File: src/rtl/vn_pkg.sv
// Shared constants for the vector normalize pipeline.
package vn_pkg;

  // Unit components are signed Q1.14.
  localparam int unsigned FRAC_BITS = 14;
  localparam int unsigned UNIT_W    = 16;
  // Quotient bits: the unit magnitude never exceeds 2^14.
  localparam int unsigned QUO_W     = FRAC_BITS + 1;

endpackage

File: src/rtl/vn_isqrt.sv
// Pipelined integer square root, one root bit per register stage.
module vn_isqrt #(
  parameter int unsigned N      = 16,
  parameter int unsigned SIDE_W = 51
) (
  input  logic              clk,
  input  logic              rst_n,
  input  logic              en,
  input  logic              in_valid,
  input  logic [2*N+1:0]    in_sum,
  input  logic [SIDE_W-1:0] in_side,
  output logic              out_valid,
  output logic [N-1:0]      out_root,
  output logic [SIDE_W-1:0] out_side
);
  import vn_pkg::*;

  localparam int unsigned SW = 2*N + 2;

  logic [SW-1:0]     rem_r  [N+1];
  logic [N-1:0]      root_r [N+1];
  logic [SIDE_W-1:0] side_r [N+1];
  logic              vld_r  [N+1];

  assign rem_r[0]  = in_sum;
  assign root_r[0] = '0;
  assign side_r[0] = in_side;
  assign vld_r[0]  = in_valid;

  for (genvar s = 0; s < N; s++) begin : g_stage
    localparam int unsigned K = N - 1 - s;
    logic [SW-1:0] trial;
    assign trial = ((SW'(root_r[s]) << 1) + (SW'(1) << K)) << K;

    always_ff @(posedge clk) begin
      if (!rst_n) begin
        vld_r[s+1] <= 1'b0;
      end else if (en) begin
        vld_r[s+1] <= vld_r[s];
      end
    end

    always_ff @(posedge clk) begin
      if (en) begin
        side_r[s+1] <= side_r[s];
        if (rem_r[s] >= trial) begin
          rem_r[s+1]  <= rem_r[s] - trial;
          root_r[s+1] <= root_r[s] | (N'(1) << K);
        end else begin
          rem_r[s+1]  <= rem_r[s];
          root_r[s+1] <= root_r[s];
        end
      end
    end
  end

  assign out_valid = vld_r[N];
  assign out_root  = root_r[N];
  assign out_side  = side_r[N];

endmodule

File: config.mk
export PLATFORM = sky130hd
export DESIGN_NAME = vn_isqrt
export DESIGN_NICKNAME = d
export VERILOG_FILES = /design/src/rtl/vn_pkg.sv /design/src/rtl/vn_isqrt.sv
export SDC_FILE = /design/constraint.sdc
export NUM_CORES = 1
export LEC_CHECK = 0
export ABC_CLOCK_PERIOD_IN_PS = 4100
export BUFFER_PORTS_ARGS = -buffer_cell sky130_fd_sc_hd__buf_4
export CORE_MARGIN = 10
export CORE_UTILIZATION = 40
export CTS_CLUSTER_SIZE = 24
export DETAILED_ROUTE_END_ITERATION = 10
export GPL_TIMING_DRIVEN = 0
export MAX_ROUTING_LAYER = met4
export PLACE_DENSITY = 0.52
export SETUP_SLACK_MARGIN = 0.1
export SYNTH_ARGS = -nofsm -noshare
export SYNTH_HDL_FRONTEND = slang
export SYNTH_SLANG_ARGS = --single-unit
File: constraint.sdc
create_clock -name clk -period 4.1 [get_ports clk]
set_input_delay 0.41 -clock clk [delete_from_list [all_inputs] [get_ports clk]]
set_output_delay 0.41 -clock clk [all_outputs]
set_load 0.1 [all_outputs]
* Word-level counts from Yosys, hierarchy flattened
Index checks and enable logic that the tools add are counted.
** Cells by class
- Add/subtract/negate cells :: 30
- Magnitude comparators :: 16
- Muxes and demuxes :: 16
** Operators with widths (number)
- 34-bit 2-to-1 mux :: 15
- 34-bit by 18-bit >= comparator with 1-bit output :: 1
- 34-bit by 19-bit >= comparator with 1-bit output :: 1
- 34-bit by 20-bit >= comparator with 1-bit output :: 1
- 34-bit by 21-bit >= comparator with 1-bit output :: 1
- 34-bit by 22-bit >= comparator with 1-bit output :: 1
- 34-bit by 23-bit >= comparator with 1-bit output :: 1
- 34-bit by 24-bit >= comparator with 1-bit output :: 1
- 34-bit by 25-bit >= comparator with 1-bit output :: 1
- 34-bit by 26-bit >= comparator with 1-bit output :: 1
- 34-bit by 27-bit >= comparator with 1-bit output :: 1
- 34-bit by 28-bit >= comparator with 1-bit output :: 1
- 34-bit by 29-bit >= comparator with 1-bit output :: 1
- 34-bit by 30-bit >= comparator with 1-bit output :: 1
- 34-bit by 31-bit >= comparator with 1-bit output :: 1
- 34-bit by 31-bit >= comparator with 1-bit output (second input constant) :: 1
- 34-bit by 32-bit >= comparator with 1-bit output :: 1
- 34-bit by 19-bit subtractor with 34-bit output :: 1
- 34-bit by 20-bit subtractor with 34-bit output :: 1
- 34-bit by 21-bit subtractor with 34-bit output :: 1
- 34-bit by 22-bit subtractor with 34-bit output :: 1
- 34-bit by 23-bit subtractor with 34-bit output :: 1
- 34-bit by 24-bit subtractor with 34-bit output :: 1
- 34-bit by 25-bit subtractor with 34-bit output :: 1
- other kinds (24) :: 24
** Storage, ports and cells
- Bits in registers :: 1598
- Input port bits :: 89
- Output and inout port bits :: 68
- Word-level logic and storage cells :: 140

* Longest topological paths before layout
Gate-level depths: netlist of the first run.
- Depth after elaboration :: 3
- Gate-level depth with buffers :: 12
- Depth with buffers taken out :: 11

* Worst setup path before layout of the first run
No wires, ideal clock.
- Kind :: register to register
- Start point :: register rem_r[108] in the netlist's numbering
- End point :: register rem_r[85] in the netlist's numbering (data pin)
- Library setup time :: 0.260 ns
- Data arrival time :: 2.640 ns
- Data required time :: 3.840 ns
- Setup slack :: 1.200 ns
- Stages on the path, launching flop included :: 9
- Path buffers :: 0
- Clock period less this slack :: 2.900 ns
- Cells stage by stage :: edfxtp_1 > ha_1 > nor2b_1 > o31a_1 > o31ai_1 > a31oi_1 > a2111oi_4 > inv_2 > mux2_4
** Between the ends
- Word-level cells in the longest chain between the ends :: 2
- Elaborated cells between the ends (all ways) :: 3
- Those cells by class :: 1 x add/sub; 1 x order compare; 1 x mux
** Ends and longest elaborated chain
- from (decl) :: RTL line vn_isqrt.sv:20 : logic [SW-1:0] rem_r [N+1];
- from (signal, indexed assignment) :: RTL line vn_isqrt.sv:47 : rem_r[s+1] <= rem_r[s] - trial;
- from (signal, indexed assignment) :: RTL line vn_isqrt.sv:50 : rem_r[s+1] <= rem_r[s];
- 34-bit by 20-bit subtractor with 34-bit output / 34-bit by 20-bit >= comparator with 1-bit output (equally long branches) :: RTL line vn_isqrt.sv:47, vn_isqrt.sv:46
- 34-bit 2-to-1 mux (*) :: RTL line vn_isqrt.sv:46 : if (rem_r[s] >= trial) begin
Mark *: on every way between the ends. The rest lies on a longest branch, timed or not.
A chain may end at the register's enable or synchronous reset.

* Worst setup path in the final report of the first run
- Start point :: register rem_r[182] in the netlist's numbering
- End point :: register rem_r[163] in the netlist's numbering (data pin)
** Between the ends
- Word-level cells in the longest chain between the ends :: 2
- Elaborated cells between the ends (all ways) :: 3
- Those cells by class :: 1 x add/sub; 1 x order compare; 1 x mux
** Ends and longest elaborated chain (RTL line)
- 34-bit by 22-bit subtractor with 34-bit output / 34-bit by 22-bit >= comparator with 1-bit output (equally long branches) :: vn_isqrt.sv:47, vn_isqrt.sv:46
- 34-bit 2-to-1 mux (*) :: vn_isqrt.sv:46
Marks and branches as above.

==> flow_summary.toml, run 1 <==
[status]
status = "completed"

[clocking]
clk_pin_slew_ns = 0.06
cts_buffer_depth = 3
cts_max_level = 4
clock_sinks = 1478
root_buffer = "clkbuf_16"
cts_tree = "built"
numCtsBuffers = 159
post-cts-setup-buffers = 0
clk_latency_ns = 0.78

[yosys]
ys_top_cells_by_area = "edfxtp_1 78%, ha_1 3.4%, xor2_1 1.7%"
synth.avg_cell_area_um2 = 17.26
ys.flop_type = "edfxtp_1"
syn_inst = 3242
yosysMostFrequentCell = "edfxtp_1"
yosysWarnings = 0
synth_top_area_share = 0.7846
synth_cell_types = 83
synth-edff-count = 1462
ys_ff_latch = 1478
ys_top_cells_by_count = "1462 x edfxtp_1, 178 x inv_1, 150 x ha_1, 147 x nand2_1, 117 x o21ai_0"
yosysTopAreaCell = "edfxtp_1"
async_flop_share = 0
syn-cell-area_mm2 = 0.05596
syn_nets = 3481
ys_seq_area_frac = 0.7903

[timing]
fmax_ghz = 0.2639
finalCritPeriodShare = 0.9242
finalWorstSetupSlack_ns = 0.3107
slew_headroom = 0.1975
skew_ns = 0.03306
min_period_ns = 3.789
tns_ns = 0
rsz0062_at_grt = "false"
maxSlewViolCount = 0
worst_pin_slew_ns = 1.195
setup_viol = 0
finalHoldViolCount = 0

[power_and_ir_drop]
powerDensity_mw_per_mm2 = 537.3
ir_drop_mv = 0.3873
leakage_nw = 23.59

[grt]
gr-usage-met3 = 0.02864
gr-total-overflow = 0
grt_use_met1 = 0.1221
grt_util_met2 = 0.1910
busiest_layer = "met2"
antenna_found_initial = 0
grt_first_pass_wirelength_um = 139100
grt_pass1_vias = 27510
grt_max_degree = 193
grt.total_usage = 0.1119

[finish]
fin_nets = 3893
diodes = 0
multiInputGateArea_mm2 = 0.01052
nFillCells = 11960
drive_gt1_frac = 0.1287
fin_area_mm2 = 0.06568
regArea_mm2 = 0.04422
area_growth_pct = 17.37

[routing]
drt_pass1_iterations = 5
postRouteAntennaNets = 0
drtIter0Drc = 1409
via_per_inst = 4.665
wl_per_cell_um = 14.89
remaining_drc_errors = 0
via_count = 26370
wl_um = 84140

[setup_path]
worst_setup_path_end_kind = "flop"
path_cells = "ha_1, or4b_2, nor4_1, a31oi_1, nand2_1, a31oi_1, inv_2, nand3b_1, nor3b_1, xor2_1"
ff2ff_setup_slack_ns = 0.31
crit_path_max_fanout = 10
cp_data_required_time_ns = 4.59
rr_endpoint = "rem_r[163]"
startpoint_type = "flop"
cp.arrival_ns = 4.28
crit_type = "reg -> reg"
cpMostUsedCell = "a31oi_1"
reg2reg_depth = 10
critical-path-max-stage-delay_ns = 0.62
r2r-start = "rem_r[182]"
cpMaxStageDelayCell = "nor4_1"

[placed_design]
routabilityCongestion = 0.8345
dp_slack_ns = 0.2286
hpwl_um = 53880
port_buffers = 156
postPlaceCellArea_mm2 = 0.05974

[flow_run]
drv_cap = 0

[die]
start_util = 0.4020
die_w_um = 394.0
num_io_pins = 157
fp.dieH_um = 394.0
row_count = 137
die_area_mm2 = 0.1553
core_mm2 = 0.1392

[min_path]
hold_class = "in -> reg"
min-delay-start = "in_sum[33]"
min_to = "rem_r[543]"
whs_path_depth = 3
-- registers in the layout, indices dropped and copies added (netlist names) --
signal     flops
side_r       765
rem_r        510
root_r       120
out_side      51
out_root      16
vld_r         15
out_valid      1
-- metrics by stage --
stage,total power (W),hold WS (ns),util,cells
detailed placement,0.02187,0.4045,0.4292,5283
floorplan,0.02078,0.4003,-,3242
global route,0.03699,0.05721,0.4718,5652
global placement,0.02213,0.4002,0.4273,5274
finish,0.03529,0.08217,0.4718,5652
CTS,0.03589,0.008074,0.4718,5652
-- per-layer routing --
layer,vias to the layer above,part of all wire
met5,-,0
met4,0,0.041
met3,204,0.039
met2,410,0.51
met1,12530,0.41
li1,13220,-
-- cell families (layout without fill, tap and decap cells) --
| family | after synthesis | after routing | synth area share |
|---|---|---|---|
| DFF | 1478 | 1478 | 0.7903 |
| and+or+nand+nor | 701 | 701 | 0.06840 |
| AOI/OAI and AO/OA | 395 | 395 | 0.04528 |
| buffers and inverters | 265 | 799 | 0.02176 |
| xor gates and xnor gates | 217 | 217 | 0.03396 |
| adders and majority gates | 150 | 150 | 0.03354 |
| muxes | 36 | 36 | 0.006775 |
-- how the worst max path moves through the flow --
stage / from / end / slack [ns] / cells past startpoint
5_1_grt: rem_r[181] / rem_r[163] / 0.16 / 10
2_1_floorplan: rem_r[108] / rem_r[85] / 1.20 / 8
6_report: rem_r[182] / rem_r[163] / 0.31 / 10
4_1_cts: rem_r[182] / rem_r[163] / 0.24 / 10
3_3_place_gp: en / out_side[36] / -10.53 / 1
3_5_place_dp: en / out_side[36] / 0.23 / 5
-- cells in the final DEF (no fill, tap or decap), drive strengths merged, types with 41 or more instances in the layout --
| cell | netlist | layout |
|---|---|---|
| xor2 | 109 | 109 |
| dlygate4sd3 | 0 | 86 |
| nor4 | 86 | 86 |
| clkbuf | 18 | 217 |
| a21oi | 77 | 77 |
| nor3 | 75 | 75 |
| edfxtp | 1462 | 1462 |
| nor2b | 41 | 41 |
| nand2 | 147 | 147 |
| nor2 | 113 | 113 |
| xnor2 | 108 | 108 |
| inv | 181 | 186 |
| o21ai | 133 | 133 |
| clkinv | 0 | 63 |
| ha | 150 | 150 |
| buf | 66 | 231 |
-- power breakdown --
group | switching [W] | internal [W] | total (W)
combinational | 0.00174 | 0.00119 | 0.00294
sequential | 0.000566 | 0.0181 | 0.0186
clock | 0.00567 | 0.00804 | 0.0137
-- what timing repair did --
action,4_1_cts,5_1_grt
resized for setup,0,0
hold buffers,86,0
endpoints found under the hold margin,92,0
-- worst max-delay path, delay by kind of cell, from the launching register on --
kind                     cells  cell delay, ns
AO/OA/AOI/OAI                2            0.42
XOR/XNOR                     1            0.10
adder cells (fa/ha/maj)      1            0.38
buffers and inverters        1            0.29
flip-flops                   1            0.41
AND/OR/NAND/NOR              5            1.90
-- layout make-up --
cell class,count,area share
buffer,84,0.008192
inverter,181,0.01034
sequential,1478,0.6733
timing repair buffer,251,0.03502
tap,1876,0.03574
clock buffer,199,0.06319
multi-input combinational,1499,0.1601
clock inverter,84,0.01402
(Power assumes the default switching activity.)
==> inputs of run 2 (changes only) <==
- ABC_AREA: default -> 1
- PLACE_DENSITY: 0.52 -> default
- RECOVER_POWER: default -> 100
==> flow_summary.toml, run 2 <==
[finish]
fin_nets = 5582
final_cell_mix = "1462 x edfxtp_1, 1168 x nand2_1, 644 x inv_1"
multiInputGateArea_mm2 = 0.01351
top_register = "side_r"
stdcell_count = 7495
largest_registers = "side_r x765, rem_r x510, root_r x120"
drive_gt1_frac = 0.07138
nFillCells = 13760
area_growth_pct = 15.43
largest_register_ff_count = 765
regArea_mm2 = 0.04422
final_common_cell = "edfxtp_1"

[timing]
finalHoldViolCount = 0
setup_viol = 0
fmax_ghz = 0.2989
skew_ns = 0.03602
tns_ns = 0
min_period_ns = 3.345
worst_pin_slew_ns = 2.447
rsz0062_at_grt = "false"
slew_headroom = -0.6311
maxSlewViolCount = 319
finalCritPeriodShare = 0.8159

[grt]
grt_max_degree = 197
grt_pass1_vias = 34640
grt.total_usage = 0.1405
gr-total-overflow = 0
grt_first_pass_wirelength_um = 184100
antenna_found_initial = 0

[clocking]
numCtsBuffers = 157
clock_sinks = 1478
post-cts-setup-buffers = 0
cts_tree = "built"
clk_pin_slew_ns = 0.06
cts_max_level = 4
cts_buffer_depth = 3
cts_resized = 0
root_buffer = "clkbuf_16"
clk_latency_ns = 0.79

[yosys]
syn-cell-area_mm2 = 0.06084
synth-edff-count = 1462
synth_cell_types = 49
yosysMostFrequentCell = "edfxtp_1"
yosysTopAreaCell = "edfxtp_1"
syn_inst = 4932
async_flop_share = 0
yosysWarnings = 0
ys.flop_type = "edfxtp_1"
ys_seq_area_frac = 0.7269
synth_top_area_share = 0.7216
synth.avg_cell_area_um2 = 12.34
syn_nets = 5171
ys_top_cells_by_count = "1462 x edfxtp_1, 1166 x nand2_1, 639 x inv_1, 491 x nor2_1, 228 x nand3_1"
ys_ff_latch = 1478
ys_top_cells_by_area = "edfxtp_1 72%, nand2_1 7.2%, inv_1 3.9%"

[setup_path]
crit_type = "reg -> reg"
path_cells = "ha_1, nand2_1, nand2_1, a21oi_1, o21ai_2, nand2_1, nand2_1, nor2_1, clkbuf_1, o21ai_0"
path_buf_inv = 1
crit_path_max_fanout = 10
startpoint_type = "flop"
cpMaxStageDelayCell = "nor2_1"
cp_data_required_time_ns = 4.57
critical-path-max-stage-delay_ns = 0.61
worst_setup_path_end_kind = "flop"
cp.arrival_ns = 3.82
cpLargestDelayFamily = "simple AND/OR/NAND/NOR gates"
cpMostUsedCell = "nand2_1"

[flow_run]
drv_cap = 2

[power_and_ir_drop]
switching_share = 0.2532
clkPwrFrac = 0.376
seq_power_share = 0.513
leakage_nw = 27.61
switchingPower_w = 0.009223
power_frac_comb = 0.111
p_int_w = 0.02721
powerDensity_mw_per_mm2 = 518.8
ir_drop_mv = 0.4247

[routing]
wl_per_cell_um = 15.46
via_count = 34880
wl_um = 115900
postRouteAntennaNets = 0
drtIter0Drc = 2350
remaining_drc_errors = 0
via_per_inst = 4.654
drt_pass1_iterations = 5

[die]
die_w_um = 410.0
core_mm2 = 0.1515
start_util = 0.4014
row_count = 143
fp.dieH_um = 410.0
num_io_pins = 157
die_area_mm2 = 0.1681

[placed_design]
hpwl_um = 81990
port_buffers = 156
routabilityCongestion = 0.9263
dp.cells = 7126

[status]
violations = "capacitance limit, slew limit"
status = "finished with violations"

[min_path]
hold_class = "in -> reg"
run 2: path summary, 6_finish.rpt:
kind | slack, ns | depth (start not counted) | to | startpoint
setup / recovery | 0.75 | 10 | rem_r[219] | rem_r[253]
hold / removal | 0.07 | 1 | side_r[771] | en
setup reg to reg | 0.75 | 10 | rem_r[219] | rem_r[253]
hold reg to reg | 0.40 | 0 | side_r[452] | side_r[503]
run 2: stage by stage:
step | area, µm² | worst slack (ns) | hold slack [ns] | total power [W] | util
floorplan | 60840 | 2.072 | 0.4003 | 0.02150 | -
global placement | 64550 | -12.21 | 0.4002 | 0.02334 | 0.4259
detailed placement | 64790 | 0.3771 | 0.4045 | 0.02306 | 0.4275
CTS | 70740 | 1.022 | 0.04186 | 0.03706 | 0.4668
global route | 70220 | 0.5023 | 0.05772 | 0.03826 | 0.4634
finish | 70230 | 0.7549 | 0.06700 | 0.03643 | 0.4634
run 2: power groups by stage:
stage | logic [W] | clock network (W) | registers [W]
6_report | 0.00404 | 0.0137 | 0.0187
5_1_grt | 0.00461 | 0.0148 | 0.0188
2_1_floorplan | 0.00275 | 0 | 0.0188
3_5_place_dp | 0.00405 | 0 | 0.0190
3_3_place_gp | 0.00400 | 0 | 0.0193
4_1_cts | 0.00413 | 0.0142 | 0.0187
run 2: repair_timing:
item / in CTS / in global routing
hold buffers: 88 / 0
setup endpoints to repair: 0 / 0
endpoints found under the hold margin: 93 / 0
run 2: cell families after synthesis:
family	Yosys count	share of synthesized area
fa+ha+maj	150	0.03085
buf+inv	732	0.05018
compound gates	341	0.02986
simple gates	2105	0.1441
xor+xnor	126	0.01814
flops	1478	0.7269
run 2: layout make-up:
cell class | count | area share
Buffer | 84 | 0.007429
Clock inverter | 94 | 0.01399
Sequential cell | 1478 | 0.6297
Multi-Input combinational cell | 2722 | 0.1924
Antenna cell | 1 | 0.00003563
Timing Repair Buffer | 252 | 0.02742
Clock buffer | 186 | 0.05822
Inverter | 648 | 0.03464
Tap cell | 2030 | 0.03617
run 2: routing by layer:
| metal | GRT usage | part of all wire | wire length (µm) |
|---|---|---|---|
| met5 | - | 0 | 0 |
| met3 | 0.02557 | 0.039 | 4555 |
| met1 | 0.1743 | 0.45 | 51760 |
| met2 | 0.2296 | 0.48 | 55860 |
| met4 | 0.05299 | 0.032 | 3736 |
